<file path="config.mk">
export PLATFORM = sky130hd
export DESIGN_NAME = midi_stream_parser
export DESIGN_NICKNAME = d
export VERILOG_FILES = /design/src/sv/msp_pkg.sv /design/src/sv/msp_ram.sv /design/src/sv/midi_stream_parser.sv
export VERILOG_INCLUDE_DIRS = /design/src /design/src/sv
export SDC_FILE = /design/constraint.sdc
export NUM_CORES = 1
export LEC_CHECK = 0
export BUFFER_PORTS_ARGS = -buffer_cell sky130_fd_sc_hd__buf_4
export CORE_ASPECT_RATIO = 0.5
export CORE_MARGIN = 5
export CORE_UTILIZATION = 62
export CTS_CLUSTER_SIZE = 20
export DETAILED_ROUTE_END_ITERATION = 16
export PLACE_DENSITY_LB_ADDON = 0.3
export SYNTH_ARGS = -nofsm -noshare
export SYNTH_HDL_FRONTEND = slang
export SYNTH_HIERARCHICAL = 1
export SYNTH_SLANG_ARGS = --single-unit
export TNS_END_PERCENT = 50
</file>
<file path="constraint.sdc">
create_clock -name clk_i -period 4 [get_ports clk_i]
set_input_delay 0.6 -clock clk_i [delete_from_list [all_inputs] [get_ports clk_i]]
set_output_delay 0.6 -clock clk_i [all_outputs]
set_load 0.02 [all_outputs]
</file>
<file path="src/sv/midi_stream_parser_macros.svh">
`ifndef MIDI_STREAM_PARSER_MACROS_SVH
`define MIDI_STREAM_PARSER_MACROS_SVH

// Same-cycle implication, sampled on clk_i, off during reset.
`define MSP_ASSERT_NOW(lbl, ante, cons) \
  lbl: assert property (@(posedge clk_i) disable iff (!rst_ni) (ante) |-> (cons)) \
    else $error("midi_stream_parser: check failed");

// Next-cycle implication.
`define MSP_ASSERT_NEXT(lbl, ante, cons) \
  lbl: assert property (@(posedge clk_i) disable iff (!rst_ni) (ante) |=> (cons)) \
    else $error("midi_stream_parser: check failed");

`endif

</file>
<file path="src/sv/msp_pkg.sv">
package msp_pkg;

  localparam int unsigned SYSEX_DEPTH_DEF = 64;

  typedef enum logic [1:0] {
    PH_IDLE,
    PH_DATA1,
    PH_DATA2,
    PH_SYSEX
  } phase_e;

  typedef enum logic [1:0] {
    ST_ACCEPT,
    ST_READ,
    ST_LOAD
  } seq_e;

  localparam logic [1:0] KIND_CHAN  = 2'd0;
  localparam logic [1:0] KIND_RT    = 2'd1;
  localparam logic [1:0] KIND_SYSEX = 2'd2;

  localparam logic [7:0] RT_MIN   = 8'hF8;
  localparam logic [7:0] SX_START = 8'hF0;
  localparam logic [7:0] SX_END   = 8'hF7;
  localparam logic [7:0] SC_MIN   = 8'hF1;

  // program change and channel pressure carry one data byte
  function automatic logic one_data(input logic [7:0] st);
    return (st[7:4] == 4'hC) || (st[7:4] == 4'hD);
  endfunction

endpackage

</file>
<file path="src/sv/msp_ram.sv">
module msp_ram #(
  parameter int unsigned WIDTH = 8,
  parameter int unsigned DEPTH = 64,
  localparam int unsigned AW = $clog2(DEPTH)
) (
  input  logic             clk_i,
  input  logic             we_i,
  input  logic [AW-1:0]    waddr_i,
  input  logic [WIDTH-1:0] wdata_i,
  input  logic             re_i,
  input  logic [AW-1:0]    raddr_i,
  output logic [WIDTH-1:0] rdata_o
);

  logic [WIDTH-1:0] mem_q [DEPTH];
  logic [WIDTH-1:0] rdata_q;

  always_ff @(posedge clk_i) begin
    if (we_i) begin
      mem_q[waddr_i] <= wdata_i;
    end
    if (re_i) begin
      rdata_q <= mem_q[raddr_i];
    end
  end

  assign rdata_o = rdata_q;

endmodule

</file>
<file path="src/sv/midi_stream_parser.sv">
// channel | direction | handshake                | payload
// in      | in        | in_valid_i / in_stall_o  | in_byte_i
// out     | out       | out_valid_o / out_stall_i| kind, status_nibble, channel, first_data,
//         |           |                          | second_data, raw_value, last
// Real-time, channel and SysEx data bytes are taken whenever in_stall_o is low.
// A SysEx end byte with N stored bytes (0xF0, and 0xF7 if it fit, included) gives N items;
// each item passes ST_READ, the registered read of the SysEx RAM, then ST_LOAD.
// Reset is asynchronous, active low; the SysEx RAM is not cleared.
// The single output register frees in the cycle it is taken, so out_stall_i
// backs up into in_stall_o; no input is taken while a SysEx dump runs.
`include "midi_stream_parser_macros.svh"

module midi_stream_parser #(
  parameter int unsigned SYSEX_DEPTH = msp_pkg::SYSEX_DEPTH_DEF
) (
  input  logic       clk_i,
  input  logic       rst_ni,
  input  logic       in_valid_i,
  output logic       in_stall_o,
  input  logic [7:0] in_byte_i,
  output logic       out_valid_o,
  input  logic       out_stall_i,
  output logic [1:0] kind_o,
  output logic [3:0] status_nibble_o,
  output logic [3:0] channel_o,
  output logic [6:0] first_data_o,
  output logic [6:0] second_data_o,
  output logic [7:0] raw_value_o,
  output logic       last_o
);

  localparam int unsigned AW = $clog2(SYSEX_DEPTH);
  localparam int unsigned CW = $clog2(SYSEX_DEPTH + 1);

  msp_pkg::seq_e   seq_q, seq_d;
  msp_pkg::phase_e phase_q, phase_d;
  logic [7:0]    run_q, run_d;
  logic [7:0]    hstat_q, hstat_d;
  logic [6:0]    hfirst_q, hfirst_d;
  logic [6:0]    hsecond_q, hsecond_d;
  logic [CW-1:0] cnt_q, cnt_d;
  logic [AW-1:0] idx_q, idx_d;

  logic       out_valid_q, out_valid_d;
  logic [1:0] kind_q, kind_d;
  logic [3:0] sn_q, sn_d;
  logic [3:0] ch_q, ch_d;
  logic [6:0] d1_q, d1_d;
  logic [6:0] d2_q, d2_d;
  logic [7:0] raw_q, raw_d;
  logic       last_q, last_d;

  logic          in_acc, out_free, sx_end_acc, dump_last, load;
  logic          emit_ch, emit_rt, has_room;
  logic          ram_we;
  logic [AW-1:0] ram_waddr;
  logic [7:0]    ram_wdata, ram_rdata;

  assign out_free   = !out_valid_q || !out_stall_i;
  assign in_stall_o = !((seq_q == msp_pkg::ST_ACCEPT) && out_free);
  assign in_acc     = in_valid_i && !in_stall_o;
  assign sx_end_acc = in_acc && (in_byte_i == msp_pkg::SX_END) &&
                      (phase_q == msp_pkg::PH_SYSEX);
  assign dump_last  = (CW'(idx_q) + CW'(1)) == cnt_q;
  assign load       = (seq_q == msp_pkg::ST_LOAD) && out_free;
  assign has_room   = cnt_q < CW'(SYSEX_DEPTH);

  msp_ram #(
    .WIDTH (8),
    .DEPTH (SYSEX_DEPTH)
  ) u_sysex_ram (
    .clk_i   (clk_i),
    .we_i    (ram_we),
    .waddr_i (ram_waddr),
    .wdata_i (ram_wdata),
    .re_i    (seq_q == msp_pkg::ST_READ),
    .raddr_i (idx_q),
    .rdata_o (ram_rdata)
  );

  // dump sequencer
  always_comb begin
    seq_d = seq_q;
    case (seq_q)
      msp_pkg::ST_ACCEPT: if (sx_end_acc) seq_d = msp_pkg::ST_READ;
      msp_pkg::ST_READ:   seq_d = msp_pkg::ST_LOAD;
      msp_pkg::ST_LOAD: begin
        if (load) seq_d = dump_last ? msp_pkg::ST_ACCEPT : msp_pkg::ST_READ;
      end
      default:            seq_d = msp_pkg::ST_ACCEPT;
    endcase
  end

  always_comb begin
    idx_d = idx_q;
    if (sx_end_acc) begin
      idx_d = '0;
    end else if (load && !dump_last) begin
      idx_d = idx_q + AW'(1);
    end
  end

  // byte parser
  always_comb begin
    phase_d   = phase_q;
    run_d     = run_q;
    hstat_d   = hstat_q;
    hfirst_d  = hfirst_q;
    hsecond_d = hsecond_q;
    cnt_d     = cnt_q;
    ram_we    = 1'b0;
    ram_waddr = cnt_q[AW-1:0];
    ram_wdata = in_byte_i;
    emit_ch   = 1'b0;
    emit_rt   = 1'b0;
    if (in_acc) begin
      if (in_byte_i >= msp_pkg::RT_MIN) begin
        emit_rt = 1'b1;
      end else if (in_byte_i[7]) begin
        if (in_byte_i == msp_pkg::SX_START) begin
          phase_d   = msp_pkg::PH_SYSEX;
          ram_we    = 1'b1;
          ram_waddr = '0;
          cnt_d     = CW'(1);
        end else if (in_byte_i == msp_pkg::SX_END) begin
          if ((phase_q == msp_pkg::PH_SYSEX) && has_room) begin
            ram_we = 1'b1;
            cnt_d  = cnt_q + CW'(1);
          end
          phase_d = msp_pkg::PH_IDLE;
        end else if (in_byte_i >= msp_pkg::SC_MIN) begin
          run_d   = '0;
          phase_d = msp_pkg::PH_IDLE;
        end else begin
          hstat_d = in_byte_i;
          run_d   = in_byte_i;
          phase_d = msp_pkg::PH_DATA1;
        end
      end else begin
        case (phase_q)
          msp_pkg::PH_SYSEX: begin
            if (has_room) begin
              ram_we = 1'b1;
              cnt_d  = cnt_q + CW'(1);
            end
          end
          msp_pkg::PH_IDLE: begin
            if (run_q != '0) begin
              hstat_d  = run_q;
              hfirst_d = in_byte_i[6:0];
              if (msp_pkg::one_data(run_q)) begin
                emit_ch = 1'b1;
              end else begin
                phase_d = msp_pkg::PH_DATA2;
              end
            end
          end
          msp_pkg::PH_DATA1: begin
            hfirst_d = in_byte_i[6:0];
            if (msp_pkg::one_data(run_q)) begin
              phase_d = msp_pkg::PH_IDLE;
              emit_ch = 1'b1;
            end else begin
              phase_d = msp_pkg::PH_DATA2;
            end
          end
          msp_pkg::PH_DATA2: begin
            hsecond_d = in_byte_i[6:0];
            phase_d   = msp_pkg::PH_IDLE;
            emit_ch   = 1'b1;
          end
          default: phase_d = msp_pkg::PH_IDLE;
        endcase
      end
    end
  end

  // output register
  always_comb begin
    out_valid_d = out_valid_q && out_stall_i;
    kind_d      = kind_q;
    sn_d        = sn_q;
    ch_d        = ch_q;
    d1_d        = d1_q;
    d2_d        = d2_q;
    raw_d       = raw_q;
    last_d      = last_q;
    if (emit_ch) begin
      out_valid_d = 1'b1;
      kind_d      = msp_pkg::KIND_CHAN;
      sn_d        = hstat_d[7:4];
      ch_d        = hstat_d[3:0];
      d1_d        = hfirst_d;
      d2_d        = hsecond_d;
      raw_d       = '0;
      last_d      = 1'b1;
    end else if (emit_rt) begin
      out_valid_d = 1'b1;
      kind_d      = msp_pkg::KIND_RT;
      sn_d        = '0;
      ch_d        = '0;
      d1_d        = '0;
      d2_d        = '0;
      raw_d       = in_byte_i;
      last_d      = 1'b1;
    end else if (load) begin
      out_valid_d = 1'b1;
      kind_d      = msp_pkg::KIND_SYSEX;
      sn_d        = '0;
      ch_d        = '0;
      d1_d        = '0;
      d2_d        = '0;
      raw_d       = ram_rdata;
      last_d      = dump_last;
    end
  end

  always_ff @(posedge clk_i or negedge rst_ni) begin
    if (!rst_ni) begin
      seq_q       <= msp_pkg::ST_ACCEPT;
      phase_q     <= msp_pkg::PH_IDLE;
      run_q       <= '0;
      hstat_q     <= '0;
      hfirst_q    <= '0;
      hsecond_q   <= '0;
      cnt_q       <= '0;
      idx_q       <= '0;
      out_valid_q <= 1'b0;
    end else begin
      seq_q       <= seq_d;
      phase_q     <= phase_d;
      run_q       <= run_d;
      hstat_q     <= hstat_d;
      hfirst_q    <= hfirst_d;
      hsecond_q   <= hsecond_d;
      cnt_q       <= cnt_d;
      idx_q       <= idx_d;
      out_valid_q <= out_valid_d;
    end
  end

  always_ff @(posedge clk_i) begin
    kind_q <= kind_d;
    sn_q   <= sn_d;
    ch_q   <= ch_d;
    d1_q   <= d1_d;
    d2_q   <= d2_d;
    raw_q  <= raw_d;
    last_q <= last_d;
  end

  assign out_valid_o     = out_valid_q;
  assign kind_o          = kind_q;
  assign status_nibble_o = sn_q;
  assign channel_o       = ch_q;
  assign first_data_o    = d1_q;
  assign second_data_o   = d2_q;
  assign raw_value_o     = raw_q;
  assign last_o          = last_q;

  `MSP_ASSERT_NOW(a_cnt_bound, 1'b1, cnt_q <= CW'(SYSEX_DEPTH))
  `MSP_ASSERT_NOW(a_idx_in_range, seq_q != msp_pkg::ST_ACCEPT, CW'(idx_q) < cnt_q)
  `MSP_ASSERT_NEXT(a_end_starts_dump, sx_end_acc, seq_q == msp_pkg::ST_READ)
  `MSP_ASSERT_NEXT(a_last_ends_dump, load && dump_last,
                   seq_q == msp_pkg::ST_ACCEPT && out_valid_q && last_q)

endmodule
</file>
### After elaboration in Yosys (flattened, before gate mapping)

Memories as Yosys holds them, arrays and structs flattened. A register that Yosys moved wholly into a read port is not among the register bits.
Index checks and enable logic that the tools add are counted.

| operators by class | value |
|---|---|
| $add $sub $neg | 3 |
| multiply operators | 0 |
| div/mod/pow operators | 0 |
| magnitude comparators | 3 |
| equal/unequal tests | 16 |
| shift operators | 0 |
| mux-type cells | 75 |
| bitwise logic cells | 3 |
| reductions and logical operators | 28 |

Operators with widths:

| operator | count |
|---|---|
| $mux W7 | 18 |
| $mux W8 | 11 |
| $mux W6 | 6 |
| $mux W1 | 25 |
| $eq A8 B8 Y1 const B | 2 |
| $ge A8 B8 Y1 const B | 2 |
| $mux W4 | 4 |
| $mux W2 | 7 |
| $pmux W7 S2 | 1 |
| $pmux W2 S3 | 2 |
| $reduce_and A5 Y1 | 2 |
| $eq A4 B4 Y1 const B | 2 |
| $logic_and A1 B1 Y1 | 8 |
| $reduce_bool A2 Y1 | 4 |
| $reduce_bool A8 Y1 | 1 |
| $add A6 B1 Y7 const B | 1 |
| $add A7 B1 Y7 const B | 1 |
| $eq A7 B7 Y1 | 1 |
| $lt A7 B7 Y1 const B | 1 |
| $add A6 B1 Y6 const B | 1 |
| $eq A2 B2 Y1 const B | 3 |
| $ne A3 B1 Y1 const B | 2 |
| $ne A3 B3 Y1 const B | 2 |
| $reduce_and A6 Y1 | 1 |
| 11 further kinds | 20 |

| word-level totals | value |
|---|---|
| register bits after elaboration | 81 |
| latch bits | 0 |
| RAM bits | 512 |
| memory bits (read-only) | 0 |
| memories | 1 |

Memory list:

| memory | depth | width | read ports | clocked after memory_dff | wr ports | line | RTL |
|---|---|---|---|---|---|---|---|
| u_sysex_ram.mem_q | 64 | 8 | 1 | 1 | 1 | msp_ram.sv:15 | `logic [WIDTH-1:0] mem_q [DEPTH];` |

### Depth between registers and ports, before layout

| logic depth | value |
|---|---|
| depth after elaboration | 10 |
| depth in mapped cells | 11 |
| gate-level depth less buffers | 9 |

### Cells and area by module

Netlist, hierarchy kept.

Modules (own cells, without submodules):

| module | instances | cells an instance | area each (um^2) | sequential area each (um^2) |
|---|---|---|---|---|
| msp_ram | 1 | 962 | 20205.6 | 15615.0 |
| midi_stream_parser | 1 | 346 | 3767.4 | 2082.0 |

### Worst setup path after synthesis

No wires, ideal clock.

| timing | value |
|---|---|
| path kind | input to register |
| start | input in_byte_i[0] |
| end | memory u_sysex_ram.mem_q[50][0], enable pin |
| data arrival time | 2963 ps |
| required time | 3617 ps |
| slack | 653 ps |
| cell stages on the path | 11 |
| buffers on the path | 2 |
| path through | clkbuf_1 > nor4_2 > nand2_1 > o21ai_1 > nand2_1 > inv_1 > clkbuf_1 > nand4b_1 > inv_1 > nand2_1 > nor3_1 |

| on the way | value |
|---|---|
| longest elaborated chain between the ends | 8 |

RTL lines:

| element | line | RTL |
|---|---|---|
| from (decl) | midi_stream_parser.sv:20 | `input logic [7:0] in_byte_i,` |
| $eq A8 B8 Y1 | midi_stream_parser.sv:125 | `end else if (in_byte_i == msp_pkg::SX_END) begin` |
| $mux W1 | midi_stream_parser.sv:125 |  |
| $mux W1 | midi_stream_parser.sv:120 | `if (in_byte_i == msp_pkg::SX_START) begin` |
| $mux W1 | midi_stream_parser.sv:119 | `end else if (in_byte_i[7]) begin` |
| $mux W1 (*) | midi_stream_parser.sv:117 | `if (in_byte_i >= msp_pkg::RT_MIN) begin` |
| $mux W1 (*) | midi_stream_parser.sv:116 | `if (in_acc) begin` |
| via ram_we | midi_stream_parser.sv:55 | `logic ram_we;` |
| $mux W1 (*) | msp_ram.sv:19 | `if (we_i) begin` |
| $mux W1 (implied by the code) (*) | msp_ram.sv:20 | `mem_q[waddr_i] <= wdata_i;` |
| to (decl) | msp_ram.sv:15 |  |

The timed path passes the listed nets; every way through them passes the cells marked *.

### Worst setup path after layout

| timing | value |
|---|---|
| start | input in_byte_i[7] |
| end | memory u_sysex_ram.mem_q[45][1], enable pin |

Same word-level chain as after synthesis.

==> results.ini <==
[logic_synthesis]
synth-simple-area-share_pct = 5.94
ys_seq_elements = 601
syn-instance-count = 1308
synth_cell_types = 69
synth_edf_count = 542
synthesis.area_um2 = 24000
synthArstFlopShare_pct = 7.99
yosysSeqAreaShare_pct = 73.8
synth_top_family_by_area = multiplexers
syn_avg_cell_area_um2 = 18.3
synthAdderAreaFrac_pct = 0.104
synthMuxAreaShare_pct = 13.4
yosysWarnings = 6
synthXorXnorAreaFrac_pct = 0.365
synth-compound-area-share_pct = 4.74
synthFlopType = edfxtp_1
synth_nets = 1322

[global_route]
antenna_found_initial = 2
grt-ovfl-total = 0
grt_pass1_wl_um = 84500
grt_pass1_vias = 13100
grt_max_degree = 72
track_usage_pct = 26.7

[power]
power_density_nw_per_um2 = 654
p_clk_share_pct = 26.7
power.share.combinational_pct = 28.7
p_int_mw = 12.0
leakagePower_nw = 8.78
ir_worst_vdd_uv = 393
p_sw_share_pct = 31.2
pwr-share-seq_pct = 44.6
p_switching_mw = 5.46

[critical_path]
rrSetupSlack_ns = 0.60
end_kind = flip-flop
cpMaxStageDelayCell = nor2_1
rr_worst_depth = 7
crit_type = in -> reg
timing.rr.start = seq_q[1]$_DFFE_PN0P_
crit-reg2reg-capture = u_sysex_ram/mem_q[3][0]$_DFFE_PP_
cp_num_buf_inv = 2
cp_slowest_stage_delay_ns = 0.68
start_kind = primary input
critical_path_arrival_ns = 3.70
crit_chain = buf_4, nand4_1, o31a_1, o21ai_1, nand2_1, inv_1, nor2b_1, nand3_1, nor2_1
worstPathRequired_ns = 4.21
path_max_fanout = 21
path_delay_family = simple AND/OR/NAND/NOR gates

[clocking]
clock-sinks = 601
post_cts_buffers = 0
hold_buffers = 0
path_clk_slew_ns = 0.06
cts_buffers = 50
post_cts_resized = 0
htreeDepth = 2
clock-root-buffer = clkbuf_16
worst_skew_pair.late_latency_ns = 0.58
cts_tree = yes
clockBufferDepth = 3

[die]
ios = 47
core_um2 = 37800
die_h_um = 149
rows = 50
die-area_um2 = 42900
die_w_um = 288
initial_utilization_pct = 63.4

[finish]
fin_nets = 1415
fillCellCount = 2255
final_util_pct = 70.8
drive_above_1_share_pct = 23.9
antenna_cells = 0
area_growth_pct = 11.6
fin_area_um2 = 26800

[placement]
post-dp-hpwl_um = 35800
dp_slack_ns = 0.000427
placed_area_um2 = 25200
place_congestion = 0.980
port_buffers = 46

[route]
routed_wl_um = 56100
dr.pass1.iters = 6
via_per_inst = 6.80
num_vias = 13300
initialDrtViolationCount = 1977
ant_nets = 0
drc = 0
routedWlPerCell_um = 28.7

[sta]
slew_violations = 0
setup-tns-final_ns = 0
fmax_ghz = 0.287
hold_viol_final = 0
holdWs_ns = 0.0492
clock_skew_ns = 0.0239
slew_headroom_pct = 28.7
grt_setup_unrepaired = no
worst_pin_slew_ns = 1.07
setup-violations-final = 0
period_minus_slack_ns = 3.49
worst_slack_ns = 0.514
period_share_pct = 87.1

[run]
max-cap-violations = 0

[status]
status = completed

[worst_hold_path]
hold_class = in -> async

==> state kept, by name, summed over array words and instances (netlist names), 2 cells and up <==
name	count
hsecond_q	7
first_data_o	7
hstat_q	8
channel_o	4
u_sysex_ram/rdata_o	8
u_sysex_ram/mem_q	512
status_nibble_o	4
kind_o	2
cnt_q	7
run_q	8
phase_q	2
hfirst_q	7
raw_value_o	8
second_data_o	7
seq_q	2
idx_q	6
==> kinds of logic after synthesis <==
group,count (synthesis)
xor gates and xnor gates,10
AOI/OAI and AO/OA,159
buffers and inverters,85
DFF,601
muxes,162
adders and majority gates,2
and+or+nand+nor,289
==> cell usage in the layout, fill, tap and decap left out, types with 8 or more instances in the layout <==
master,n
a2111oi_0,10
a21oi_1,11
a22o_1,10
a22oi_1,13
a31oi_1,20
and2_1,16
buf_4,112
clkbuf_1,16
clkbuf_16,53
clkinv_2,9
dfrtp_1,45
dfxtp_1,11
edfxtp_1,542
inv_1,10
mux2_2,16
mux2i_1,21
mux4_2,124
nand2_1,72
nand3_1,32
nand3b_1,8
nand4_1,8
nor2_1,81
nor2b_1,22
nor3_1,20
o21ai_0,27
o22ai_1,20
==> synth_stat cells (3+ instances only) <==
cell	count	share of area, %
edfxtp_1	542	68
mux4_2	124	12
nor2_1	81	1.3
nand2_1	72	1.1
dfrtp_1	48	5.0
clkbuf_1	45	0.70
nand3_1	32	0.67
o21ai_0	27	0.56
nor2b_1	22	0.57
mux2i_1	21	0.88
a31oi_1	20	0.52
nor3_1	20	0.42
o22ai_1	20	0.52
and2_1	16	0.42
mux2_2	16	0.75
buf_2	14	0.29
a22oi_1	13	0.41
a21oi_1	11	0.23
buf_4	11	0.34
dfxtp_1	11	0.92
a2111oi_0	10	0.37
a22o_1	10	0.37
inv_1	10	0.16
nand3b_1	8	0.25
nand4_1	8	0.21
nand2b_1	7	0.18
o221ai_1	7	0.26
xor2_1	6	0.22
a221oi_1	5	0.18
o211ai_1	4	0.13
xnor2_1	4	0.15
a211oi_1	3	0.094
a311oi_1	3	0.11
a32o_1	3	0.13
and3_1	3	0.078
buf_1	3	0.047
o21ai_1	3	0.063
o31ai_1	3	0.094
or3_1	3	0.078
==> metal layers <==
layer	vias up	global-route usage (%)	part of all wire [%]
met2	986	39.5	45
met1	6737	39.5	39
met3	127	8.06	13
met4	0	7.76	3.1
met5	-	0	0
li1	5469	-	-
==> power groups by stage <==
| stage | sequential (mW) | combinational, mW | clock (mW) |
|---|---|---|---|
| 2_1_floorplan | 7.74 | 3.40 | 0 |
| 3_5_place_dp | 7.93 | 4.85 | 0 |
| 4_1_cts | 7.80 | 4.90 | 4.74 |
| 3_3_place_gp | 7.90 | 4.76 | 0 |
| 6_report | 7.81 | 5.01 | 4.68 |
| 5_1_grt | 7.86 | 5.26 | 5.05 |
==> final cells by class <==
class / instances / area [µm²] / area share (%)
Multi-Input combinational cell: 622 / 5880 / 22.0
Clock inverter: 15 / 103 / 0.383
Tap cell: 520 / 651 / 2.43
Inverter: 10 / 37.5 / 0.140
Clock buffer: 74 / 1460 / 5.44
Sequential cell: 601 / 17700 / 66.2
Timing Repair Buffer: 116 / 921 / 3.44
==> worst max path at each step <==
stage	start	endpoint	slack, ns	depth (start not counted)
after global routing	in_byte_i[7]	u_sysex_ram/mem_q[45][4]$_DFFE_PP_	0.33	9
after global placement	in_byte_i[7]	u_sysex_ram/mem_q[45][1]$_DFFE_PP_	0.17	9
after CTS	in_byte_i[7]	u_sysex_ram/mem_q[0][7]$_DFFE_PP_	0.63	9
after floorplan	in_byte_i[0]	u_sysex_ram/mem_q[50][0]$_DFFE_PP_	0.65	11
final	in_byte_i[7]	u_sysex_ram/mem_q[45][1]$_DFFE_PP_	0.51	9
after detailed placement	in_byte_i[7]	u_sysex_ram/mem_q[0][4]$_DFFE_PP_	0.0004	9
==> per-stage QoR <==
| stage | total power [mW] | instances |
|---|---|---|
| after floorplan | 11.1 | 1308 |
| after global placement | 12.7 | 1869 |
| after detailed placement | 12.8 | 1869 |
| after CTS | 17.4 | 1958 |
| after global routing | 18.2 | 1958 |
| final | 17.5 | 1958 |
Note: power is estimated with default switching activity, not from simulation.
